### src/hw/rtl/dmsw_pkg.sv
`timescale 1ns / 1ps

package dmsw_pkg;

    // Operation codes carried in s_tuser.
    localparam logic [1:0] OP_REQUEST = 2'd0;
    localparam logic [1:0] OP_TICK    = 2'd1;
    localparam logic [1:0] OP_IRQ     = 2'd2;

    // Action codes carried in m_tuser.
    localparam logic [2:0] ACT_MOTOR_ON  = 3'd0;
    localparam logic [2:0] ACT_SEEK      = 3'd1;
    localparam logic [2:0] ACT_WRITE     = 3'd2;
    localparam logic [2:0] ACT_MOTOR_OFF = 3'd3;
    localparam logic [2:0] ACT_DONE      = 3'd4;
    localparam logic [2:0] ACT_BUSY      = 3'd5;

    // Configuration register indexes.
    localparam logic [1:0] REG_SECTORS_PER_TRACK = 2'd0;
    localparam logic [1:0] REG_SPINUP_TICKS      = 2'd1;
    localparam logic [1:0] REG_COOLDOWN_TICKS    = 2'd2;

    // Field widths fixed by the interface.
    localparam int LBA_FIELD_W = 24;
    localparam int TRACK_W     = 24;
    localparam int SECTOR_W    = 8;
    localparam int TICK_W      = 8;
    localparam int CFG_W       = 8;

    // Status returned by the serial divider.
    typedef struct packed {
        logic busy;
        logic done;
    } div_status_t;

endpackage

### src/hw/rtl/dmsw_div.sv
`timescale 1ns / 1ps

module dmsw_div #(
    parameter int LBA_BITS = 24
) (
    input  logic                          aclk,
    input  logic                          aresetn,
    input  logic                          start,
    input  logic [LBA_BITS-1:0]           dividend,
    input  logic [dmsw_pkg::SECTOR_W-1:0] divisor,
    output logic [LBA_BITS-1:0]           quotient,
    output logic [dmsw_pkg::SECTOR_W-1:0] remainder,
    output dmsw_pkg::div_status_t         status
);

    localparam int CNT_W = $clog2(LBA_BITS + 1);
    localparam int SW    = dmsw_pkg::SECTOR_W;

    logic [CNT_W-1:0]    cnt_reg, cnt_next;
    logic                done_reg, done_next;
    logic [LBA_BITS-1:0] quo_reg, quo_next;
    logic [SW-1:0]       rem_reg, rem_next;
    logic [SW-1:0]       dsr_reg, dsr_next;
    logic [SW:0]         trial;
    logic                fits;

    // One restoring step: bring down the next dividend bit and try the subtract.
    assign trial = {rem_reg, quo_reg[LBA_BITS-1]};
    assign fits  = trial >= {1'b0, dsr_reg};

    always_comb begin
        cnt_next  = cnt_reg;
        done_next = 1'b0;
        quo_next  = quo_reg;
        rem_next  = rem_reg;
        dsr_next  = dsr_reg;
        if (start) begin
            cnt_next = CNT_W'(LBA_BITS);
            quo_next = dividend;
            rem_next = '0;
            dsr_next = divisor;
        end else if (cnt_reg != '0) begin
            cnt_next = cnt_reg - 1'b1;
            quo_next = {quo_reg[LBA_BITS-2:0], fits};
            rem_next = fits ? SW'(trial - {1'b0, dsr_reg}) : trial[SW-1:0];
            if (cnt_reg == CNT_W'(1)) begin
                done_next = 1'b1;
            end
        end
    end

    // Control state.
    always_ff @(posedge aclk) begin
        if (!aresetn) begin
            cnt_reg  <= '0;
            done_reg <= 1'b0;
        end else begin
            cnt_reg  <= cnt_next;
            done_reg <= done_next;
        end
    end

    // Datapath registers.
    always_ff @(posedge aclk) begin
        quo_reg <= quo_next;
        rem_reg <= rem_next;
        dsr_reg <= dsr_next;
    end

    assign quotient    = quo_reg;
    assign remainder   = rem_reg;
    assign status.busy = cnt_reg != '0;
    assign status.done = done_reg;

endmodule

### src/hw/rtl/disk_motor_seek_write_sequencer.sv
`timescale 1ns / 1ps
// An accepted item that causes no seek buffers its result for the output register, a seek
// first waits for the divider; a second result, if any, is loaded after the first.
// One item is handled at a time; an item with no result leaves the input ready, others
// hold it off until their last result is loaded, which any m_tready stall delays.
// Reset: synchronous active-low aresetn returns the sequencer to idle with cleared
// counters and flags and loads the registers with 63, 1 and 4.
module disk_motor_seek_write_sequencer #(
    parameter int LBA_BITS = 24
) (
    input  logic        aclk,
    input  logic        aresetn,
    // Configuration write port.
    input  logic        cfg_wr_en,
    input  logic [1:0]  cfg_addr,
    input  logic [7:0]  cfg_wdata,
    // Input items.
    input  logic        s_tvalid,
    output logic        s_tready,
    input  logic [31:0] s_tdata,  // lba_sector[23:0], motor_running[24], arm_on_track[25]
    input  logic [1:0]  s_tuser,  // operation[1:0]
    // Result items.
    output logic        m_tvalid,
    input  logic        m_tready,
    output logic [31:0] m_tdata,  // track[23:0], sector_in_track[31:24]
    output logic [2:0]  m_tuser,  // action[2:0]
    output logic        m_tlast
);

    localparam int TW = dmsw_pkg::TICK_W;
    localparam int SW = dmsw_pkg::SECTOR_W;
    localparam int RW = dmsw_pkg::TRACK_W;

    // Sequencer phases.
    localparam logic [1:0] PH_IDLE     = 2'd0;
    localparam logic [1:0] PH_SPINUP   = 2'd1;
    localparam logic [1:0] PH_WAIT     = 2'd2;
    localparam logic [1:0] PH_COOLDOWN = 2'd3;

    // Item handling states.
    localparam logic [1:0] C_IDLE = 2'd0;
    localparam logic [1:0] C_DIV  = 2'd1;
    localparam logic [1:0] C_EMIT = 2'd2;

    logic [1:0]          ctl_reg, ctl_next;
    logic [1:0]          phase_reg, phase_next;
    logic [TW-1:0]       tick_reg, tick_next;
    logic                arm_seen_reg, arm_seen_next;
    logic                data_seen_reg, data_seen_next;
    logic [LBA_BITS-1:0] lba_reg, lba_next;
    logic [SW-1:0]       spt_reg, spt_next;
    logic [TW-1:0]       spinup_reg, spinup_next;
    logic [TW-1:0]       cool_reg, cool_next;
    logic [2:0]          res0_reg, res0_next;
    logic [2:0]          res1_reg, res1_next;
    logic                res_two_reg, res_two_next;
    logic                m_tvalid_reg, m_tvalid_next;
    logic [2:0]          m_tuser_reg, m_tuser_next;
    logic [31:0]         m_tdata_reg, m_tdata_next;
    logic                m_tlast_reg, m_tlast_next;

    logic                accept;
    logic [1:0]          op;
    logic [LBA_BITS-1:0] lba_in;
    logic                motor_in;
    logic                arm_in;
    logic [TW-1:0]       tick_inc;
    logic                out_free;
    logic                div_start;
    logic [LBA_BITS-1:0] div_dividend;
    logic [SW-1:0]       divisor;
    logic [LBA_BITS-1:0] div_quo;
    logic [SW-1:0]       div_rem;
    dmsw_pkg::div_status_t div_st;

    assign op       = s_tuser;
    assign lba_in   = LBA_BITS'(s_tdata[dmsw_pkg::LBA_FIELD_W-1:0]);
    assign motor_in = s_tdata[24];
    assign arm_in   = s_tdata[25];

    assign s_tready = ctl_reg == C_IDLE;
    assign accept   = s_tvalid && s_tready;
    assign out_free = !m_tvalid_reg || m_tready;
    assign tick_inc = (tick_reg != {TW{1'b1}}) ? tick_reg + 1'b1 : tick_reg;
    assign divisor  = (spt_reg == '0) ? SW'(1) : spt_reg;

    // The serial divider splits the LBA into track and sector.
    dmsw_div #(
        .LBA_BITS (LBA_BITS)
    ) u_div (
        .aclk      (aclk),
        .aresetn   (aresetn),
        .start     (div_start),
        .dividend  (div_dividend),
        .divisor   (divisor),
        .quotient  (div_quo),
        .remainder (div_rem),
        .status    (div_st)
    );

    // Sequencer state update on an accepted item or a finished division, then result emission.
    always_comb begin
        ctl_next       = ctl_reg;
        phase_next     = phase_reg;
        tick_next      = tick_reg;
        arm_seen_next  = arm_seen_reg;
        data_seen_next = data_seen_reg;
        lba_next       = lba_reg;
        res0_next      = res0_reg;
        res1_next      = res1_reg;
        res_two_next   = res_two_reg;
        m_tvalid_next  = m_tvalid_reg;
        m_tuser_next   = m_tuser_reg;
        m_tdata_next   = m_tdata_reg;
        m_tlast_next   = m_tlast_reg;
        div_start      = 1'b0;
        div_dividend   = lba_reg;

        case (ctl_reg)
            C_IDLE: begin
                if (accept) begin
                    case (op)
                        dmsw_pkg::OP_REQUEST: begin
                            if (phase_reg != PH_IDLE) begin
                                res0_next    = dmsw_pkg::ACT_BUSY;
                                res_two_next = 1'b0;
                                ctl_next     = C_EMIT;
                            end else begin
                                lba_next = lba_in;
                                if (!motor_in) begin
                                    tick_next    = '0;
                                    phase_next   = PH_SPINUP;
                                    res0_next    = dmsw_pkg::ACT_MOTOR_ON;
                                    res_two_next = 1'b0;
                                    ctl_next     = C_EMIT;
                                end else begin
                                    div_start      = 1'b1;
                                    div_dividend   = lba_in;
                                    arm_seen_next  = 1'b0;
                                    data_seen_next = 1'b0;
                                    tick_next      = '0;
                                    phase_next     = PH_WAIT;
                                    ctl_next       = C_DIV;
                                end
                            end
                        end
                        dmsw_pkg::OP_TICK: begin
                            if (phase_reg == PH_SPINUP) begin
                                tick_next = tick_inc;
                                if (tick_inc >= spinup_reg) begin
                                    div_start      = 1'b1;
                                    arm_seen_next  = 1'b0;
                                    data_seen_next = 1'b0;
                                    tick_next      = '0;
                                    phase_next     = PH_WAIT;
                                    ctl_next       = C_DIV;
                                end
                            end else if (phase_reg == PH_COOLDOWN) begin
                                tick_next = tick_inc;
                                if (tick_inc >= cool_reg) begin
                                    tick_next    = '0;
                                    phase_next   = PH_IDLE;
                                    res0_next    = dmsw_pkg::ACT_DONE;
                                    res_two_next = 1'b0;
                                    ctl_next     = C_EMIT;
                                end
                            end
                        end
                        dmsw_pkg::OP_IRQ: begin
                            if (phase_reg == PH_WAIT) begin
                                if ((arm_in || arm_seen_reg) && (!arm_in || data_seen_reg)) begin
                                    arm_seen_next  = 1'b0;
                                    data_seen_next = 1'b0;
                                    tick_next      = '0;
                                    phase_next     = PH_COOLDOWN;
                                    res0_next      = dmsw_pkg::ACT_WRITE;
                                    res1_next      = dmsw_pkg::ACT_MOTOR_OFF;
                                    res_two_next   = 1'b1;
                                    ctl_next       = C_EMIT;
                                end else if (arm_in) begin
                                    arm_seen_next = 1'b1;
                                end else begin
                                    data_seen_next = 1'b1;
                                end
                            end
                        end
                        default: begin
                        end
                    endcase
                end
            end
            C_DIV: begin
                if (div_st.done) begin
                    res0_next    = dmsw_pkg::ACT_SEEK;
                    res_two_next = 1'b0;
                    ctl_next     = C_EMIT;
                end
            end
            C_EMIT: begin
            end
            default: begin
                ctl_next = C_IDLE;
            end
        endcase

        // Output register: load the next buffered result once the slot frees up.
        if (ctl_reg == C_EMIT && out_free) begin
            m_tvalid_next = 1'b1;
            m_tuser_next  = res0_reg;
            m_tlast_next  = !res_two_reg;
            if (res0_reg == dmsw_pkg::ACT_SEEK) begin
                m_tdata_next = {div_rem, RW'(div_quo)};
            end else begin
                m_tdata_next = '0;
            end
            if (res_two_reg) begin
                res0_next    = res1_reg;
                res_two_next = 1'b0;
            end else begin
                ctl_next = C_IDLE;
            end
        end else if (m_tready) begin
            m_tvalid_next = 1'b0;
        end
    end

    // Configuration writes.
    always_comb begin
        spt_next    = spt_reg;
        spinup_next = spinup_reg;
        cool_next   = cool_reg;
        if (cfg_wr_en) begin
            case (cfg_addr)
                dmsw_pkg::REG_SECTORS_PER_TRACK: spt_next    = cfg_wdata;
                dmsw_pkg::REG_SPINUP_TICKS:      spinup_next = cfg_wdata;
                dmsw_pkg::REG_COOLDOWN_TICKS:    cool_next   = cfg_wdata;
                default: begin
                end
            endcase
        end
    end

    // Control and configuration state.
    always_ff @(posedge aclk) begin
        if (!aresetn) begin
            ctl_reg       <= C_IDLE;
            phase_reg     <= PH_IDLE;
            tick_reg      <= '0;
            arm_seen_reg  <= 1'b0;
            data_seen_reg <= 1'b0;
            lba_reg       <= '0;
            spt_reg       <= SW'(63);
            spinup_reg    <= TW'(1);
            cool_reg      <= TW'(4);
            res_two_reg   <= 1'b0;
            m_tvalid_reg  <= 1'b0;
        end else begin
            ctl_reg       <= ctl_next;
            phase_reg     <= phase_next;
            tick_reg      <= tick_next;
            arm_seen_reg  <= arm_seen_next;
            data_seen_reg <= data_seen_next;
            lba_reg       <= lba_next;
            spt_reg       <= spt_next;
            spinup_reg    <= spinup_next;
            cool_reg      <= cool_next;
            res_two_reg   <= res_two_next;
            m_tvalid_reg  <= m_tvalid_next;
        end
    end

    // Result payload.
    always_ff @(posedge aclk) begin
        res0_reg    <= res0_next;
        res1_reg    <= res1_next;
        m_tuser_reg <= m_tuser_next;
        m_tdata_reg <= m_tdata_next;
        m_tlast_reg <= m_tlast_next;
    end

    assign m_tvalid = m_tvalid_reg;
    assign m_tuser  = m_tuser_reg;
    assign m_tdata  = m_tdata_reg;
    assign m_tlast  = m_tlast_reg;

    // The divider reports completion only while a seek is being worked out.
    assert property (@(posedge aclk) disable iff (!aresetn)
        div_st.done |-> ctl_reg == C_DIV)
        else $error("Divider finished outside a seek computation.");

    // Both event flags set at once means the write was never issued.
    assert property (@(posedge aclk) disable iff (!aresetn)
        !(arm_seen_reg && data_seen_reg))
        else $error("Arm and data events both pending.");

    // The tick counter runs only during spin-up or cool-down.
    assert property (@(posedge aclk) disable iff (!aresetn)
        tick_reg != '0 |-> (phase_reg == PH_SPINUP || phase_reg == PH_COOLDOWN))
        else $error("Tick counter left nonzero outside a timed phase.");

    // No new item is taken while the divider is running.
    assert property (@(posedge aclk) disable iff (!aresetn)
        div_st.busy |-> !s_tready)
        else $error("Input ready during a division.");

endmodule

### config.mk
export PLATFORM = sky130hd
export DESIGN_NAME = disk_motor_seek_write_sequencer
export DESIGN_NICKNAME = d
export VERILOG_FILES = /design/src/hw/rtl/dmsw_pkg.sv /design/src/hw/rtl/dmsw_div.sv /design/src/hw/rtl/disk_motor_seek_write_sequencer.sv
export SDC_FILE = /design/constraint.sdc
export NUM_CORES = 1
export LEC_CHECK = 0
export BUFFER_PORTS_ARGS = -buffer_cell sky130_fd_sc_hd__buf_4
export CAP_MARGIN = 5
export CORE_ASPECT_RATIO = 1.1
export CORE_MARGIN = 2
export CORE_UTILIZATION = 40
export CTS_CLUSTER_DIAMETER = 120
export CTS_CLUSTER_SIZE = 12
export DETAILED_ROUTE_END_ITERATION = 6
export PLACE_DENSITY = 0.67
export SETUP_SLACK_MARGIN = 0.5
export SLEW_MARGIN = 20
export SYNTH_ARGS = -nofsm -noshare
export SYNTH_HDL_FRONTEND = slang
export SYNTH_SLANG_ARGS = --single-unit
### constraint.sdc
create_clock -name aclk -period 5.1 [get_ports aclk]
set_input_delay 0 -clock aclk [delete_from_list [all_inputs] [get_ports aclk]]
set_output_delay 0 -clock aclk [all_outputs]
set_load 0.03 [all_outputs]
Word-level counts from Yosys, hierarchy flattened
Cells that the tools add are included.
{"block": "classes", "mux": 90, "order_cmp": 3, "n_eq_ne": 23, "bitwise_logic": 3, "add_sub_neg": 3, "n_reduce_logical": 28}
{"operator": "$mux W24", "count": 7}
{"operator": "$mux W8", "count": 9}
{"operator": "$mux W2", "count": 20}
{"operator": "$mux W3", "count": 11}
{"operator": "$mux W1", "count": 30}
{"operator": "$reduce_and A9 Y1", "count": 3}
{"operator": "$pmux W8 S3", "count": 1}
{"operator": "$pmux W2 S3", "count": 3}
{"operator": "$ge A8 B8 Y1", "count": 2}
{"operator": "$ne A3 B3 Y1 const B", "count": 5}
{"operator": "$ne A2 B2 Y1 const B", "count": 6}
{"operator": "$eq A2 B2 Y1 const B", "count": 5}
{"operator": "$mux W5", "count": 2}
{"operator": "$ge A9 B8 Y1", "count": 1}
{"operator": "$pmux W1 S3", "count": 3}
{"operator": "$pmux W3 S3", "count": 1}
{"operator": "$add A8 B1 Y8 const B", "count": 1}
{"operator": "$eq A2 B1 Y1 const B", "count": 4}
{"operator": "$logic_not A8 Y1", "count": 1}
{"operator": "$ne A8 B8 Y1 const B", "count": 1}
{"operator": "$sub A8 B8 Y8", "count": 1}
{"operator": "$reduce_and A7 Y1", "count": 1}
{"operator": "$logic_not A2 Y1", "count": 3}
{"operator": "$pmux W3 S2", "count": 1}
{"operator": "15 further kinds", "count": 28}
{"block": "totals", "elab_cells": 171, "register_bits": 149, "in_bits": 49, "output_inout_bits": 38}

Logic depth before layout (Yosys ltp)
{"block": "depth", "depth_word": 11, "mapped_depth": 13, "mapped_depth_nobuf": 12}

Hierarchy
A second synthesis with hierarchy kept.
{"block": "unflattened", "hier_cells": 721, "area_unflattened_um2": 7559.8}
{"mod": "disk_motor_seek_write_sequencer", "instances": 1, "cells_per_inst": 530, "seq_area_each_um2": 2422.3, "area_per_inst_um2": 5248.8}
{"mod": "dmsw_div", "instances": 1, "cells_per_inst": 191, "seq_area_each_um2": 1241.2, "area_per_inst_um2": 2311.0}

Worst setup path after synthesis
OpenSTA, ideal clock, no wires.
{"block": "synth_timing", "path_kind": "register to register", "startpoint": "register tick_reg[0]", "endpoint": "register u_div.quo_reg[0], in the netlist u_div.quotient[0], enable pin", "required_time_ps": 4716, "t_arrival_ps": 3302, "slack_ps": 1414, "path_stages_with_launch": 14, "n_path_buf": 1, "path_cell_list": "dfxtp_1 -> ha_1 -> and3_1 -> nand3_1 -> nand3_1 -> o21a_1 -> ha_1 -> and3_1 -> nand2_1 -> nor3_1 -> nor2_1 -> o31ai_1 -> buf_2 -> nand2b_1"}
{"block": "synth_between", "elab_chain_cells": 9, "elab_cells_between_ends": 10}
{"item": "from (decl)", "line_no": "disk_motor_seek_write_sequencer.sv:47", "rtl": "logic [TW-1:0] tick_reg, tick_next;"}
{"item": "from (signal assigned)", "line_no": "disk_motor_seek_write_sequencer.sv:260", "rtl": "tick_reg <= tick_next;"}
{"item": "$add A8 B1 Y8 or $ne A8 B8 Y1 (tied branches)", "line_no": "disk_motor_seek_write_sequencer.sv:84", "rtl": "assign tick_inc = (tick_reg != {TW{1'b1}}) ? tick_reg + 1'b1 : tick_reg;"}
{"item": "$mux W8 *", "line_no": "disk_motor_seek_write_sequencer.sv:84"}
{"item": "$ge A8 B8 Y1 *", "line_no": "disk_motor_seek_write_sequencer.sv:150", "rtl": "if (tick_inc >= spinup_reg) begin"}
{"item": "$mux W1 *", "line_no": "disk_motor_seek_write_sequencer.sv:150"}
{"item": "$mux W1 *", "line_no": "disk_motor_seek_write_sequencer.sv:148", "rtl": "if (phase_reg == PH_SPINUP) begin"}
{"item": "$pmux W1 S2 *", "line_no": "disk_motor_seek_write_sequencer.sv:122", "rtl": "case (op)"}
{"item": "$mux W1 *", "line_no": "disk_motor_seek_write_sequencer.sv:121", "rtl": "if (accept) begin"}
{"item": "$mux W1 *", "line_no": "disk_motor_seek_write_sequencer.sv:119", "rtl": "case (ctl_reg)"}
{"item": "$reduce_bool A2 Y1 (no source line) *"}
{"item": "to (signal assigned)", "line_no": "dmsw_div.sv:65", "rtl": "quo_reg <= quo_next;"}
{"item": "to (decl)", "line_no": "dmsw_div.sv:21", "rtl": "logic [LBA_BITS-1:0] quo_reg, quo_next;"}
Mark *: on every way between the ends. The rest lies on a longest branch, timed or not.
A chain may end at the register's enable or synchronous reset.

Worst setup path in the final report
{"block": "layout_timing", "startpoint": "register tick_reg[0]", "endpoint": "register u_div.quo_reg[17], in the netlist u_div.quotient[17] (data pin)"}
{"block": "layout_between", "elab_chain_cells": 9, "elab_cells_between_ends": 10}
{"item": "$add A8 B1 Y8 or $ne A8 B8 Y1 (tied branches)", "line_no": "disk_motor_seek_write_sequencer.sv:84"}
{"item": "$mux W8 *", "line_no": "disk_motor_seek_write_sequencer.sv:84"}
{"item": "$ge A8 B8 Y1 *", "line_no": "disk_motor_seek_write_sequencer.sv:150"}
{"item": "$mux W1 *", "line_no": "disk_motor_seek_write_sequencer.sv:150"}
{"item": "$mux W1 *", "line_no": "disk_motor_seek_write_sequencer.sv:148"}
{"item": "$pmux W1 S2 *", "line_no": "disk_motor_seek_write_sequencer.sv:122"}
{"item": "$mux W1 *", "line_no": "disk_motor_seek_write_sequencer.sv:121"}
{"item": "$mux W1 *", "line_no": "disk_motor_seek_write_sequencer.sv:119"}
{"item": "$mux W24 *", "line_no": "dmsw_div.sv:37", "rtl": "if (start) begin"}
{"item": "via u_div.quo_next[17]", "line_no": "dmsw_div.sv:21"}
The timed path passes the listed nets; every way through them passes the cells marked *.

==> impl_summary.md <==
Outcome
The flow ran to the end, and the final reports show no timing, DRC or antenna violations.

Clocking
The H-tree depth is 4. TritonCTS built the clock tree. Clock tree synthesis selected as its root buffer the cell sky130_fd_sc_hd__clkbuf_16. The clock insertion delay at the later pin of the skew report is 0.42 ns. Buffers inserted during clock tree synthesis total 17. The longest clock path from root to sink contains 2 buffers.

The total of hold buffers inserted after clock tree synthesis is 45. The clock-pin slew of the registers on the worst-case setup and hold paths is 0.06 ns. The post-cts resize count is 0. The number of buffers inserted by post-CTS setup repair is 0. The total number of clock tree sinks is 149.

STA
The slew at the pin closest to its max-slew limit is 1.09 ns. The post-route setup TNS is 0 ns. The slack of the critical path is 1.19 ns. The shortest period the worst path allows is 3.91 ns. The final setup violation count is 0. The hold violation count in the final report is 0. Static timing analysis puts the maximum clock frequency at around 260 MHz. The headroom to the max-slew limit is 0.270. The worst-case clock skew is about 0.0086 ns. The max-slew violation count was 0. Setup repair after global routing left no endpoint under its margin. The post-route clock period utilization is 0.767.

Cells and area
The number of nets at the end of the flow is 914. The number of fill cells is approximately 1600. The layout-stage area growth over the synthesis result is 25.0%.

The share of final-layout standard cells stronger than drive strength 1 is 0.215. For this run, the number of standard cells in the final layout without fillers is ~1100. The flip-flop count of the largest register, all copies and words added is 32. The number of diodes is 0.

Hold path
The cell count of the worst hold path is 5. The worst hold path belongs to the class primary input to register. The path with the worst hold slack has its endpoint at res0_reg[0].

The hold path startpoint is s_tdata[24].

Global route
The wire length of the first global-routing pass is approximately 26 mm. Entering global routing, the biggest net connects 56 pins. In the global route stage, overall resource usage came out at 0.166. The number of antenna violations at the first check in global routing was 0. For this run, global-route usage on met2 was measured as 0.290. The global routing's busiest layer is met2. The global route total overflow is 0. In the global route stage, met3 resource usage came out at 0.0307. For met1 alone, demand over resource in global routing was 0.208.

The via count of the first global-routing pass was 5481.

Die
The count of pins on the block boundary is 87. In this run the standard cell core region covers between 0.015 and 0.02 sq mm. The die covers around 0.02 sq mm.

The horizontal extent of the die is between 100 and 150 um. The die is about 150 um tall. The floorplan has 51 rows. The initial core utilization is 0.412.

Drt
Across all layers, the routed design uses between 5000 and 6000 vias. In the final routed layout, each cell accounts on average for 14.6 um. The sum of routed wire length over all layers is 15.8 mm.

The post-detailed-route count of antenna-violating nets is 0. The detailed router finished its first iteration with 299 violations. The first-pass detailed-route iteration total is 5. After detailed routing, the number of vias per cell comes to around 5.2. The residual DRC count is 0.

Setup path
The capture point of the worst reg-to-reg path is u_div.quotient[17]. Walking the worst path, the cells encountered are ha_1 > and3_1 > nand3_1 > nand3_1 > o21a_1 > ha_1 > and3_1 > nand2_1 > nor3_1 > nor2_1 > o31ai_4 > buf_12 > mux2_2. Data on the critical path arrives at its endpoint at 4.08 ns. For this run, the slowest stage of the critical path takes between 0.5 and 0.6 ns. The worst register-to-register path begins at tick_reg[0].

The sum of buffers and inverters on the critical path is 1. The register-to-register path setup slack is approximately 1.2 ns. The largest individual stage delay along the critical path comes from the cell sky130_fd_sc_hd__o31ai_4. Counting cells, the worst reg-to-reg path comes to 13.

The required time reported for the critical path endpoint is around 5.3 ns. The top fanout value on the critical path is 40. The classification of the worst setup path is register to register. The worst setup path is captured at a register. The kind of cell with the highest combined delay on the critical path is simple AND/OR/NAND/NOR gates. The startpoint kind of the worst setup timing path is a register.

Synth
In the post-synthesis netlist, the cell with the most instances is sky130_fd_sc_hd__nand2_1. During synthesis, Yosys emitted a total of 0 warnings. Ranked by instance count, the synthesized netlist is headed by sky130_fd_sc_hd__nand2_1 (91), sky130_fd_sc_hd__dfxtp_1 (81), sky130_fd_sc_hd__edfxtp_1 (68). The post-synthesis sequential area ratio is 0.500. Counting every net in the synthesized netlist gives 802. The most common flop cell mapped by yosys is sky130_fd_sc_hd__dfxtp_1.

For this run, asynchronously set or reset flops after synthesis account for 0. The flip-flop and latch count after synthesis is 149. The largest total area in the synthesized netlist belongs to sky130_fd_sc_hd__edfxtp_1. The cell area after technology mapping is 0.00733 sq mm. The mean instance size in the synthesized netlist is 10.2 sq um. The synthesized design contains slightly below 70 enable-type register cells. Sorting the synthesized cells by area gives the leading types as sky130_fd_sc_hd__edfxtp_1 (28%), sky130_fd_sc_hd__dfxtp_1 (22%), sky130_fd_sc_hd__mux2_2 (7.2%). The count of unique library cells instantiated by Yosys is 66.

The synthesized instance count is 721. The portion of synthesized cell area occupied by the leading cell type is 0.279.

Power and ir drop
The total power after layout is 3.67 mW. The worst IR drop on VDD is 0.271 mV. The leakage power figure is 3.72 nW. The total power density per cell area is 401 mW/mm^2.

Placement
The worst-case setup slack after placement is 1.20 ns. Routability-driven placement finished with a final weighted congestion of 0.903. The number of placed instances, taps included, is just over 1000.

Once detailed placement completed, the half-perimeter wirelength came to about 10 mm. In this run the tool buffered the top-level ports with 80 buffer cells.

Run
Across the run, the number of max-cap violations was 0.
==> cells in the final DEF (no fill, tap or decap), types with 4 or more instances in the layout <==
cell type | netlist | final
sky130_fd_sc_hd__a2111oi_0 | 4 | 4
sky130_fd_sc_hd__a211oi_1 | 6 | 6
sky130_fd_sc_hd__a21o_1 | 8 | 8
sky130_fd_sc_hd__a21oi_1 | 47 | 47
sky130_fd_sc_hd__a31oi_1 | 7 | 7
sky130_fd_sc_hd__and2_1 | 32 | 32
sky130_fd_sc_hd__and3_1 | 9 | 9
sky130_fd_sc_hd__buf_4 | 4 | 85
sky130_fd_sc_hd__clkbuf_16 | 0 | 17
sky130_fd_sc_hd__dfxtp_1 | 81 | 81
sky130_fd_sc_hd__dlygate4sd3_1 | 0 | 45
sky130_fd_sc_hd__edfxtp_1 | 68 | 68
sky130_fd_sc_hd__ha_1 | 31 | 31
sky130_fd_sc_hd__inv_1 | 36 | 36
sky130_fd_sc_hd__inv_6 | 0 | 6
sky130_fd_sc_hd__mux2_2 | 47 | 47
sky130_fd_sc_hd__mux2i_1 | 23 | 23
sky130_fd_sc_hd__nand2_1 | 91 | 91
sky130_fd_sc_hd__nand2b_1 | 10 | 10
sky130_fd_sc_hd__nand3_1 | 20 | 20
sky130_fd_sc_hd__nand4_1 | 4 | 4
sky130_fd_sc_hd__nor2_1 | 40 | 40
sky130_fd_sc_hd__nor2b_1 | 5 | 4
sky130_fd_sc_hd__nor3_1 | 16 | 16
sky130_fd_sc_hd__o21a_1 | 9 | 9
sky130_fd_sc_hd__o21ai_0 | 18 | 18
sky130_fd_sc_hd__o31ai_1 | 5 | 4
sky130_fd_sc_hd__or3_1 | 6 | 6
sky130_fd_sc_hd__xnor2_1 | 4 | 4
==> stage by stage <==
| step | cell area (sq um) | utilization | hold WS [ns] |
|---|---|---|---|
| 2_1_floorplan | 7330 | - | 0.124 |
| 3_5_place_dp | 8140 | 0.457 | 0.248 |
| 6_report | 9160 | 0.514 | 0.0529 |
| 3_3_place_gp | 8140 | 0.457 | 0.245 |
| 4_1_cts | 9140 | 0.513 | 0.0193 |
| 5_1_grt | 9160 | 0.514 | 0.0962 |
==> metal layers <==
layer / vias up / wire [um]
li1: 2802 / -
met1: 2661 / 7220
met2: 121 / 7790
met3: 15 / 630
met4: 0 / 193
met5: - / 0
==> worst max path at each step <==
stage / from / to / slack [ns] / cells past startpoint
after global placement: tick_reg[0] / u_div.quotient[22] / 1.23 / 12
after global routing: tick_reg[1] / u_div.remainder[5] / 0.78 / 12
after detailed placement: tick_reg[0] / u_div.quotient[17] / 1.20 / 13
after CTS: tick_reg[0] / u_div.quotient[17] / 1.17 / 12
after floorplan: tick_reg[0] / u_div.quotient[0] / 1.41 / 13
final: tick_reg[0] / u_div.quotient[17] / 1.19 / 13
==> where the power goes <==
part | internal [mW] | switching (mW)
sequential | 1.50 | 0.117
combinational | 0.401 | 0.481
clock | 0.675 | 0.497
total | 2.57 | 1.10
==> worst min-delay path, cell delays in order <==
cell,delay (ns)
sky130_fd_sc_hd__buf_4,0.14
sky130_fd_sc_hd__nand2_1,0.06
sky130_fd_sc_hd__nand2_1,0.06
sky130_fd_sc_hd__nand3_1,0.07
sky130_fd_sc_hd__o2111ai_1,0.09
==> cells by family (layout without fill, tap and decap cells) <==
logic type                 Yosys count  in the layout  share of synthesized area
adders and majority gates           32             32                     0.0557
xor gates and xnor gates             4              4                    0.00478
and+or+nand+nor                    250            250                      0.166
muxes                               70             70                      0.104
DFF                                149            149                      0.500
AOI/OAI and AO/OA                  140            140                      0.127
buffers and inverters               76            201                     0.0429
==> cell type report <==
cell class / instances / area [sq um] / area share
Multi-Input combinational cell: 496 / 3380 / 0.369
Tap cell: 238 / 298 / 0.0325
Sequential cell: 149 / 3660 / 0.400
Clock inverter: 14 / 124 / 0.0135
Timing Repair Buffer: 132 / 1130 / 0.123
Clock buffer: 18 / 429 / 0.0469
Inverter: 37 / 139 / 0.0152
No activity file was read; power rests on OpenSTA's default activity.
